$ cat src/rtl/srt_pkg.sv
// Shared types and codes for the sorted region table.
package srt_pkg;

  localparam logic OP_ADD    = 1'b0;
  localparam logic OP_REMOVE = 1'b1;

  localparam logic [1:0] ST_OK      = 2'd0;
  localparam logic [1:0] ST_INVALID = 2'd1;
  localparam logic [1:0] ST_FULL    = 2'd2;

  typedef struct packed {
    logic        operation;
    logic [47:0] base_address;
    logic [47:0] range_length;
    logic [1:0]  region_kind;
    logic [5:0]  node_id;
  } req_t;

  typedef struct packed {
    logic [1:0]  status;
    logic [6:0]  entry_count_out;
    logic [48:0] covered_total_out;
  } rsp_t;

  typedef struct packed {
    logic load;
    logic piece_a;
    logic piece_b;
    logic tail;
    logic flush;
    logic finish;
  } cmd_t;

  typedef struct packed {
    logic empty;
    logic last;
  } sts_t;

endpackage

$ cat src/rtl/srt_ctrl.sv
// Sequencer that walks the table entries for one request.
module srt_ctrl (
  input  logic         clk,
  input  logic         rst,
  input  logic         start,
  input  srt_pkg::sts_t sts,
  output logic         busy,
  output srt_pkg::cmd_t cmd
);
  import srt_pkg::*;

  typedef enum logic [7:0] {
    S_IDLE  = 8'b0000_0001,
    S_RD    = 8'b0000_0010,
    S_PA    = 8'b0000_0100,
    S_PB    = 8'b0000_1000,
    S_TAIL  = 8'b0001_0000,
    S_DRAIN = 8'b0010_0000,
    S_FLUSH = 8'b0100_0000,
    S_FIN   = 8'b1000_0000
  } state_t;

  state_t state, state_next;

  always_comb begin
    state_next = state;
    case (state)
      S_IDLE:  if (start) state_next = sts.empty ? S_TAIL : S_RD;
      S_RD:    state_next = S_PA;
      S_PA:    state_next = S_PB;
      S_PB:    state_next = sts.last ? S_TAIL : S_RD;
      S_TAIL:  state_next = S_DRAIN;
      S_DRAIN: state_next = S_FLUSH;
      S_FLUSH: state_next = S_FIN;
      S_FIN:   state_next = S_IDLE;
      default: state_next = S_IDLE;
    endcase
  end

  always_ff @(posedge clk) begin
    if (rst) state <= S_IDLE;
    else state <= state_next;
  end

  assign busy        = (state != S_IDLE);
  assign cmd.load    = (state == S_IDLE) && start;
  assign cmd.piece_a = (state == S_PA);
  assign cmd.piece_b = (state == S_PB);
  assign cmd.tail    = (state == S_TAIL);
  assign cmd.flush   = (state == S_FLUSH);
  assign cmd.finish  = (state == S_FIN);

endmodule

$ cat config.mk
export PLATFORM = sky130hd
export DESIGN_NAME = srt_ctrl
export DESIGN_NICKNAME = d
export VERILOG_FILES = /design/src/rtl/srt_pkg.sv /design/src/rtl/srt_ctrl.sv
export SDC_FILE = /design/constraint.sdc
export NUM_CORES = 1
export LEC_CHECK = 0
export BUFFER_PORTS_ARGS = -buffer_cell sky130_fd_sc_hd__clkbuf_2
export CORE_AREA = 5 5 42 44
export CTS_CLUSTER_SIZE = 10
export DETAILED_ROUTE_END_ITERATION = 12
export DIE_AREA = 0 0 47 49
export GPL_TIMING_DRIVEN = 0
export PLACE_DENSITY = 0.51
export SLEW_MARGIN = 20
export SYNTH_ARGS = -nofsm -noshare
export SYNTH_HDL_FRONTEND = slang
export SYNTH_SLANG_ARGS = --single-unit
export TNS_END_PERCENT = 1
$ cat constraint.sdc
create_clock -name clk -period 1.95 [get_ports clk]
set_input_delay 0.2925 -clock clk [delete_from_list [all_inputs] [get_ports clk]]
set_output_delay 0.2925 -clock clk [all_outputs]
set_load 0.03 [all_outputs]
==> results of run 1 <==
[worst register-to-register path, cell delays in order, from the launching register on]
cell     delay, ns
dfxtp_2       0.32
or4_4         0.54
or3_4         0.36
nor3b_2       0.20
and2_1        0.16
[area by class of cell]
cell class	instances	area share, %
Sequential cell	8	30.8
Timing Repair Buffer	11	12.6
Clock buffer	3	4.30
Inverter	5	3.58
Multi-Input combinational cell	30	44.9
Tap cell	16	3.82
[cells by family (layout without fill, tap and decap cells)]
logic type / Yosys count / count (layout) / share of synthesized area [%]
AND/OR/NAND/NOR: 23 / 23 / 41.1
XOR/XNOR: 1 / 1 / 2.18
buffers and inverters: 5 / 19 / 4.67
flip-flops: 8 / 8 / 39.9
AO/OA/AOI/OAI: 6 / 6 / 12.2
[power by group through the flow]
stage	registers, mW	clock network, mW	logic [mW]
2_1_floorplan	0.188	0	0.101
5_1_grt	0.189	0.139	0.150
6_report	0.188	0.121	0.135
4_1_cts	0.188	0.126	0.136
3_3_place_gp	0.190	0	0.134
3_5_place_dp	0.191	0	0.132
[placed cells by master (no fill, tap or decap)]
master	count
and4b_2	2
o21ba_2	1
nor2_1	6
o41ai_1	1
nor3b_2	1
nand3_1	1
nor4_1	1
nand2_1	1
inv_1	5
nand4b_2	1
nand4b_1	1
or4_4	1
clkbuf_2	9
nor4_2	2
xnor2_1	1
or3_4	1
dfxtp_2	1
dfxtp_1	7
nand2b_1	1
nor4b_1	1
o22a_1	2
o21bai_1	1
and2_1	3
clkbuf_4	4
clkbuf_8	1
o21ai_0	1
[routing by layer]
layer,global-route usage [%],up-vias
li1,-,186
met1,12.2,158
met2,11.1,17
met3,3.32,4
met4,6.91,0
met5,0,-
[worst max path at each step]
stage                           from  slack, ns  endpoint  cells after the start
2_1_floorplan  state[2]$_SDFFE_PP0P_      -0.05    cmd[5]                      3
3_3_place_gp   state[6]$_SDFFE_PP0P_       0.02    cmd[2]                      4
3_5_place_dp   state[6]$_SDFFE_PP0P_       0.04    cmd[2]                      4
4_1_cts        state[6]$_SDFFE_PP0P_      -0.21    cmd[2]                      4
5_1_grt        state[6]$_SDFFE_PP0P_      -0.28    cmd[2]                      4
6_report       state[6]$_SDFFE_PP0P_      -0.20    cmd[2]                      4
==> impl_metrics.toml, run 1 <==
[cells_and_area]
final_area_sq_um = 524
top_register = "state"
largest_register_ffs = 8
final_cell_count_no_fill = 73
drive_gt1_share_pct = 42.1
syn2layout_area_growth_pct = 30.5
fill_cells = 156
antenna_cells = 0
fin_util_pct = 37.4
top_regs = "state x8"
nets = 64
seq_area_sq_um = 161
multi_input_area_sq_um = 235

[detailed_routing]
drt-initial-drc-count = 10
routedWlPerCell_um = 11.8
wl_met3_um = 89
drt_first_pass_iters = 4
drc = 0
dr.max_layer_used = "met4"
postRouteAntennaNets = 0
dr_wl_met2_um = 349
drt-vias-per-instance = 5.00
wl_um = 859
wl_met1_um = 399
via_count = 365

[logic_synthesis]
ys_ff_latch = 8
syn-num-nets = 48
synth_area_sq_um = 402
yosys.cell_types.count = 21
yosys.area.top_type = "dfxtp_1"
synth_edf_count = 0
synth_area_leaders = "dfxtp_1, and4b_2, nor2_1"
ys.flop_type = "dfxtp_1"
synth_seq_area_share_pct = 39.9
syn_area_per_cell_sq_um = 9.34
yosys_warnings = 0
async_flop_share_pct = 0
netlist.area_leader.share_pct = 39.9
synth_common_cells = "dfxtp_1, nor2_1, inv_1"
yosysMostFrequentCell = "dfxtp_1"
synthCells = 43

[critical_path]
r2r_setup_slack_ns = 0.31
endpoint_kind = "output pin"
r2r-start = "state[6]$_SDFFE_PP0P_"
cp_data_arrival_time_ns = 1.86
crit_chain = "or4_4 > or3_4 > nor3b_2 > clkbuf_8"
rr_endpoint = "state[5]$_SDFFE_PP0P_"
r2r_cells = 4
critPathMaxFanout = 4
crit_slowest_cell = "or4_4"
critPathKind = "register to output pin"
critPathTopFamily = "simple AND/OR/NAND/NOR gates"
start_kind = "register"
path_buf_inv = 1
required_ns = 1.66
worst_path_largest_cell_delay_ns = 0.54

[floorplanning]
die_y_um = 49
io_pins = 12
dieArea_sq_mm = 0.00230
initial_core_util_pct = 28.7
coreArea_sq_mm = 0.00140
die_w_um = 47
row_count = 14

[place]
place_ws_ns = 0.0378
placedCellCount = 70
placed_area_sq_um = 483
port-buffer-count = 11
dp_hpwl_um = 682
place_congestion = 0.693

[timing]
setup_viol = 3
setup-tns-final_ns = -0.269
period_minus_slack_ns = 2.15
fmax_ghz = 0.465
max-slew-margin-rel_pct = 71.9
final-hold-violation-count = 0
worst_slew_pin_slew_ns = 0.418
holdWs_ns = 0.237
drv_slew = 0
min_period_over_period_pct = 110
clock_skew_ns = 0.000890
fin_ws_ns = -0.202
rsz0062_at_grt = "true"

[cts]
cts_tree = "built"
cts_buffers = 3
cts_setup_buffers = 0
clockRootBuffer = "clkbuf_4"
cts.htree.levels = 1
holdBufCountCts = 0
insertion_delay_ns = 0.25
cts.sinks = 8
clk_pin_slew_ns = 0.05
clock_path_buffers = 2
cts_resized = 5

[pwr]
intPower_mw = 0.301
p_leak_nw = 0.225
switching_share_pct = 32.3
cellPowerDensity_mw_per_mm2 = 847
seq_power_share_pct = 42.3
power_mw = 0.444
comb_power_share_pct = 30.3
pwr-share-clk_pct = 27.4
switchingPower_mw = 0.143
peakVddDrop_mv = 0.405

[grt]
overflow = 0
antenna_found_initial = 0
grt_pass1_wl_mm = 1.44
grt_usage_pct = 9.04
grt_max_degree = 8
grt_pass1_vias = 321

[status]
status = "complete, but fails checks"
violations = "negative setup slack"

[worst_hold_path]
worst_hold_path.endpoint = "state[2]$_SDFFE_PP0P_"
holdPathStages = 2
min_from = "rst"
min-delay-path-class = "input port to register"

[flow_run]
max_cap_violations = 0
(Power assumes the default switching activity.)
==> run 2, diff against run 1 <==
==> constraint.sdc (replaced) <==
create_clock -name clk -period 2.26 [get_ports clk]
set_input_delay 0.339 -clock clk [delete_from_list [all_inputs] [get_ports clk]]
set_output_delay 0.339 -clock clk [all_outputs]
set_load 0.03 [all_outputs]
==> run 2 against run 1 <==
Net effect: the run now ends clean; final cell count is the same; non-clock buffer count is the same; via count shrank 0.55%; setup slack improved by 0.28 ns; register-to-register slack improved by 0.33 ns; critical path depth stayed put; critical path type unchanged; critical endpoint unchanged.
==> impl_metrics.toml, run 2 (same netlist as run 1, synthesis figures left out) <==
[status]
status = "completed"

[grt]
met2_usage_pct = 11.8
met3_usage_pct = 3.69
grt_pass1_wl_mm = 1.54
grt_pass1_vias = 368
grt_usage_pct = 9.37
grt.busiest_layer = "met1"
grt_max_degree = 8
overflow = 0
antenna_found_initial = 0
met1_usage_pct = 13.0

[cells_and_area]
final_area_sq_um = 514
syn2layout_area_growth_pct = 28.0
mostFrequentLayoutCells = "clkbuf_2, dfxtp_1, nor2_1, inv_1"
antenna_cells = 0
multi_input_area_sq_um = 235
fill_cells = 160
final_common_cell = "clkbuf_2"
seq_area_sq_um = 160
top_regs = "state x8"
nets = 64
top_register = "state"
largest_register_ffs = 8
drive_gt1_share_pct = 40.4
final_cell_count_no_fill = 73

[critical_path]
r2r_setup_slack_ns = 0.64
crit_chain = "or4_4 > or3_4 > nor3b_2 > buf_4"
critPathKind = "register to output pin"
worst_path_largest_cell_delay_ns = 0.55
endpoint_kind = "output pin"
critPathTopFamily = "simple AND/OR/NAND/NOR gates"
r2r_cells = 4
crit_slowest_cell = "or4_4"
required_ns = 1.92
critPathMaxFanout = 4
start_kind = "register"
critical_path_depth = 4
path_buf_inv = 1
rr_endpoint = "state[0]$_SDFFE_PP1P_"
cp_data_arrival_time_ns = 1.84
r2r-start = "state[6]$_SDFFE_PP0P_"

[floorplanning]
die_y_um = 49
initial_core_util_pct = 28.7
row_count = 14
io_pins = 12
dieArea_sq_mm = 0.00230
coreArea_sq_mm = 0.00140
die_w_um = 47

[place]
place_congestion = 0.655
placed_area_sq_um = 477
port-buffer-count = 11
dp_hpwl_um = 659
placedCellCount = 70

[timing]
worst_slew_pin_slew_ns = 0.423
final-hold-violation-count = 0
drv_slew = 0
period_minus_slack_ns = 2.18
min_period_over_period_pct = 96.6
rsz0062_at_grt = "true"
setup_viol = 0
setup-tns-final_ns = 0
max-slew-margin-rel_pct = 71.5
fmax_ghz = 0.458
clock_skew_ns = 0.00575

[worst_hold_path]
worst_hold_path.endpoint = "state[2]$_SDFFE_PP0P_"
min_from = "rst"
holdPathStages = 2
min-delay-path-class = "input port to register"

[cts]
clockRootBuffer = "clkbuf_4"
cts.sinks = 8
cts_setup_buffers = 0
clk_pin_slew_ns = 0.06
clock_path_buffers = 2
holdBufCountCts = 0
cts.htree.levels = 1
insertion_delay_ns = 0.25
cts_tree = "built"
cts_buffers = 3
cts_resized = 0

[detailed_routing]
postRouteAntennaNets = 0
drt-initial-drc-count = 5
via_count = 363
drt_first_pass_iters = 4
drt-vias-per-instance = 4.97
drc = 0
wl_um = 828
routedWlPerCell_um = 11.3

[flow_run]
max_cap_violations = 0

[pwr]
peakVddDrop_mv = 0.359
power_mw = 0.383
cellPowerDensity_mw_per_mm2 = 745
p_leak_nw = 0.223
run 2: cell types whose count changed in the layout (fill, tap and decap cells not counted):
cell | before | now
dfxtp_2 | 1 | 0
clkbuf_2 | 9 | 10
clkbuf_8 | 1 | 0
clkbuf_4 | 4 | 3
buf_4 | 0 | 1
dfxtp_1 | 7 | 8
run 2: per-layer routing:
metal / routed length [um] / vias up
met3: 58 / 4
met5: 0 / -
met4: 20 / 0
li1: - / 185
met1: 396 / 162
met2: 352 / 12
run 2: where the power goes:
group          leakage (nW)  total (mW)  internal [mW]  switching (mW)
clock                0.0138       0.106         0.0606          0.0454
sequential           0.0650       0.162          0.151          0.0113
combinational         0.144       0.115         0.0475          0.0675
total                 0.223       0.383          0.259           0.124
run 2: worst max path at each step:
stage,from,end,slack (ns)
after CTS,state[6]$_SDFFE_PP0P_,cmd[2],0.02
final,state[6]$_SDFFE_PP0P_,cmd[2],0.08
after global routing,state[6]$_SDFFE_PP0P_,cmd[2],-0.003
after detailed placement,state[6]$_SDFFE_PP0P_,cmd[2],0.30
after floorplan,state[6]$_SDFFE_PP0P_,cmd[4],0.01
after global placement,state[6]$_SDFFE_PP0P_,cmd[2],0.29
run 2: layout make-up:
type	count	area share [%]
clock buffer	3	4.38
inverter	5	3.65
multi-input combinational	30	45.7
sequential	8	31.1
tap	16	3.89
timing repair buffer	11	11.2
run 2: through the flow:
step,setup slack (ns),hold slack [ns],util [%]
after CTS,0.0211,0.264,35.6
final,0.0776,0.275,36.7
after floorplan,0.0119,0.411,-
after detailed placement,0.299,0.523,34.0
after global placement,0.290,0.520,34.0
after global routing,-0.00301,0.269,36.7
==> run 3, diff against run 2 <==
--- a/config.mk
+++ b/config.mk
@@ -5,6 +5,7 @@
 export SDC_FILE = /design/constraint.sdc
 export NUM_CORES = 1
 export LEC_CHECK = 0
+export ABC_CLOCK_PERIOD_IN_PS = 2100
 export BUFFER_PORTS_ARGS = -buffer_cell sky130_fd_sc_hd__clkbuf_2
 export CORE_AREA = 5 5 42 44
 export CTS_CLUSTER_SIZE = 10
==> constraint.sdc (replaced) <==
create_clock -name clk -period 2.1 [get_ports clk]
set_input_delay 0.315 -clock clk [delete_from_list [all_inputs] [get_ports clk]]
set_output_delay 0.315 -clock clk [all_outputs]
set_load 0.03 [all_outputs]
==> run 3 against run 2 <==
Net effect: the flow now finishes with violations (negative setup slack); first-iteration DRC count up 80%; wire length up 4.1%; clock power up 8%; sequential power up 8%; total power up 7.9%; worst hold slack worse by 0.015 ns; clock skew down 0.0054 ns; clock-buffer cell count unchanged; critical path type unchanged; setup slack worse by 0.16 ns; via count unchanged; utilization up 0.45 points.
==> impl_metrics.toml, run 3 (same netlist as run 1, synthesis figures left out) <==
[cells_and_area]
top_register = "state"
fill_cells = 156
mostFrequentLayoutCells = "clkbuf_2, dfxtp_1, nor2_1, inv_1"
final_common_cell = "clkbuf_2"
nets = 64
syn2layout_area_growth_pct = 29.6
seq_area_sq_um = 160
antenna_cells = 0
top_regs = "state x8"
drive_gt1_share_pct = 40.4
largest_register_ffs = 8
multi_input_area_sq_um = 235

[timing]
max-slew-margin-rel_pct = 71.7
clock_skew_ns = 0.000374
setup-tns-final_ns = -0.0809
min_period_over_period_pct = 104
fin_ws_ns = -0.0809
setup_viol = 1
rsz0062_at_grt = "true"
drv_slew = 0
period_minus_slack_ns = 2.18
worst_slew_pin_slew_ns = 0.420
fmax_ghz = 0.459
final-hold-violation-count = 0
holdWs_ns = 0.260

[critical_path]
r2r_cells = 4
required_ns = 1.78
endpoint_kind = "output pin"
r2r-start = "state[6]$_SDFFE_PP0P_"
critPathKind = "register to output pin"
start_kind = "register"
r2r_setup_slack_ns = 0.45
rr_endpoint = "state[5]$_SDFFE_PP0P_"
cp_data_arrival_time_ns = 1.87
critPathMaxFanout = 4

[grt]
antenna_found_initial = 0
grt_usage_pct = 9.04
overflow = 0
grt_pass1_vias = 322
grt_max_degree = 8
grt_pass1_wl_mm = 1.44

[floorplanning]
die_w_um = 47
initial_core_util_pct = 28.7
io_pins = 12
coreArea_sq_mm = 0.00140
dieArea_sq_mm = 0.00230
row_count = 14
die_y_um = 49

[cts]
cts_buffers = 3
clock_path_buffers = 2
insertion_delay_ns = 0.25
cts.htree.levels = 1
cts_setup_buffers = 0
clockRootBuffer = "clkbuf_4"
cts_tree = "built"
cts.sinks = 8
clk_pin_slew_ns = 0.05

[pwr]
cellPowerDensity_mw_per_mm2 = 794
power_mw = 0.413
p_leak_nw = 0.225
switching_share_pct = 32.5
seq_power_share_pct = 42.2
intPower_mw = 0.279
pwr-share-clk_pct = 27.5
peakVddDrop_mv = 0.376
switchingPower_mw = 0.134
comb_power_share_pct = 30.3

[detailed_routing]
drt_first_pass_iters = 6
drc = 0
routedWlPerCell_um = 11.8
postRouteAntennaNets = 0
drt-initial-drc-count = 9
via_count = 363
drt-vias-per-instance = 4.97
wl_um = 862

[flow_run]
max_cap_violations = 0

[status]
violations = "negative setup slack"
status = "complete, but fails checks"

[worst_hold_path]
min-delay-path-class = "input port to register"
worst_hold_path.endpoint = "state[2]$_SDFFE_PP0P_"
min_from = "rst"
holdPathStages = 2

[place]
port-buffer-count = 11
place_congestion = 0.693
place_ws_ns = 0.165
dp_hpwl_um = 682
[run 3: per-layer routing]
metal / global-route usage (%) / share of wire (%)
met2: 11.1 / 40
met4: 6.91 / 2.4
met1: 12.2 / 48
met3: 3.32 / 9.0
met5: 0 / 0
[run 3: worst max path at each step]
stage	end	slack (ns)	from	cells past startpoint
global placement	cmd[2]	0.15	state[6]$_SDFFE_PP0P_	4
global route	cmd[2]	-0.17	state[6]$_SDFFE_PP0P_	4
detailed placement	cmd[2]	0.17	state[6]$_SDFFE_PP0P_	4
floorplan	cmd[5]	0.08	state[2]$_SDFFE_PP0P_	3
CTS	cmd[2]	-0.08	state[6]$_SDFFE_PP0P_	4
finish	cmd[2]	-0.08	state[6]$_SDFFE_PP0P_	4
[run 3: layout make-up]
cell class,instances,area share (%)
clock buffer,3,4.33
multi-input combinational,30,45.2
sequential,8,30.8
inverter,5,3.61
tap,16,3.85
timing repair buffer,11,12.3
[run 3: power groups by stage]
stage	Clock, mW	Combinational (mW)	Sequential (mW)
detailed placement	0	0.123	0.177
global route	0.129	0.139	0.175
finish	0.114	0.125	0.175
floorplan	0	0.0939	0.175
CTS	0.117	0.126	0.174
global placement	0	0.124	0.177
[run 3: timing repair]
item,4_1_cts,5_1_grt
endpoints found under the setup margin,3,3
hold endpoints to repair,0,0
hold buffers,0,0
resized for setup,3,1
[run 3: metrics by stage]
stage | cells | cell area (sq um) | utilization (%)
finish | 73 | 520 | 37.1
global route | 73 | 520 | 37.1
CTS | 73 | 520 | 37.1
detailed placement | 70 | 483 | 34.5
global placement | 70 | 483 | 34.5
floorplan | 43 | 408 | -
[run 3: critical path: stages, from the launching register on]
cell      delay [ns]
dfxtp_1         0.32
or4_4           0.54
or3_4           0.36
nor3b_2         0.20
clkbuf_8        0.19
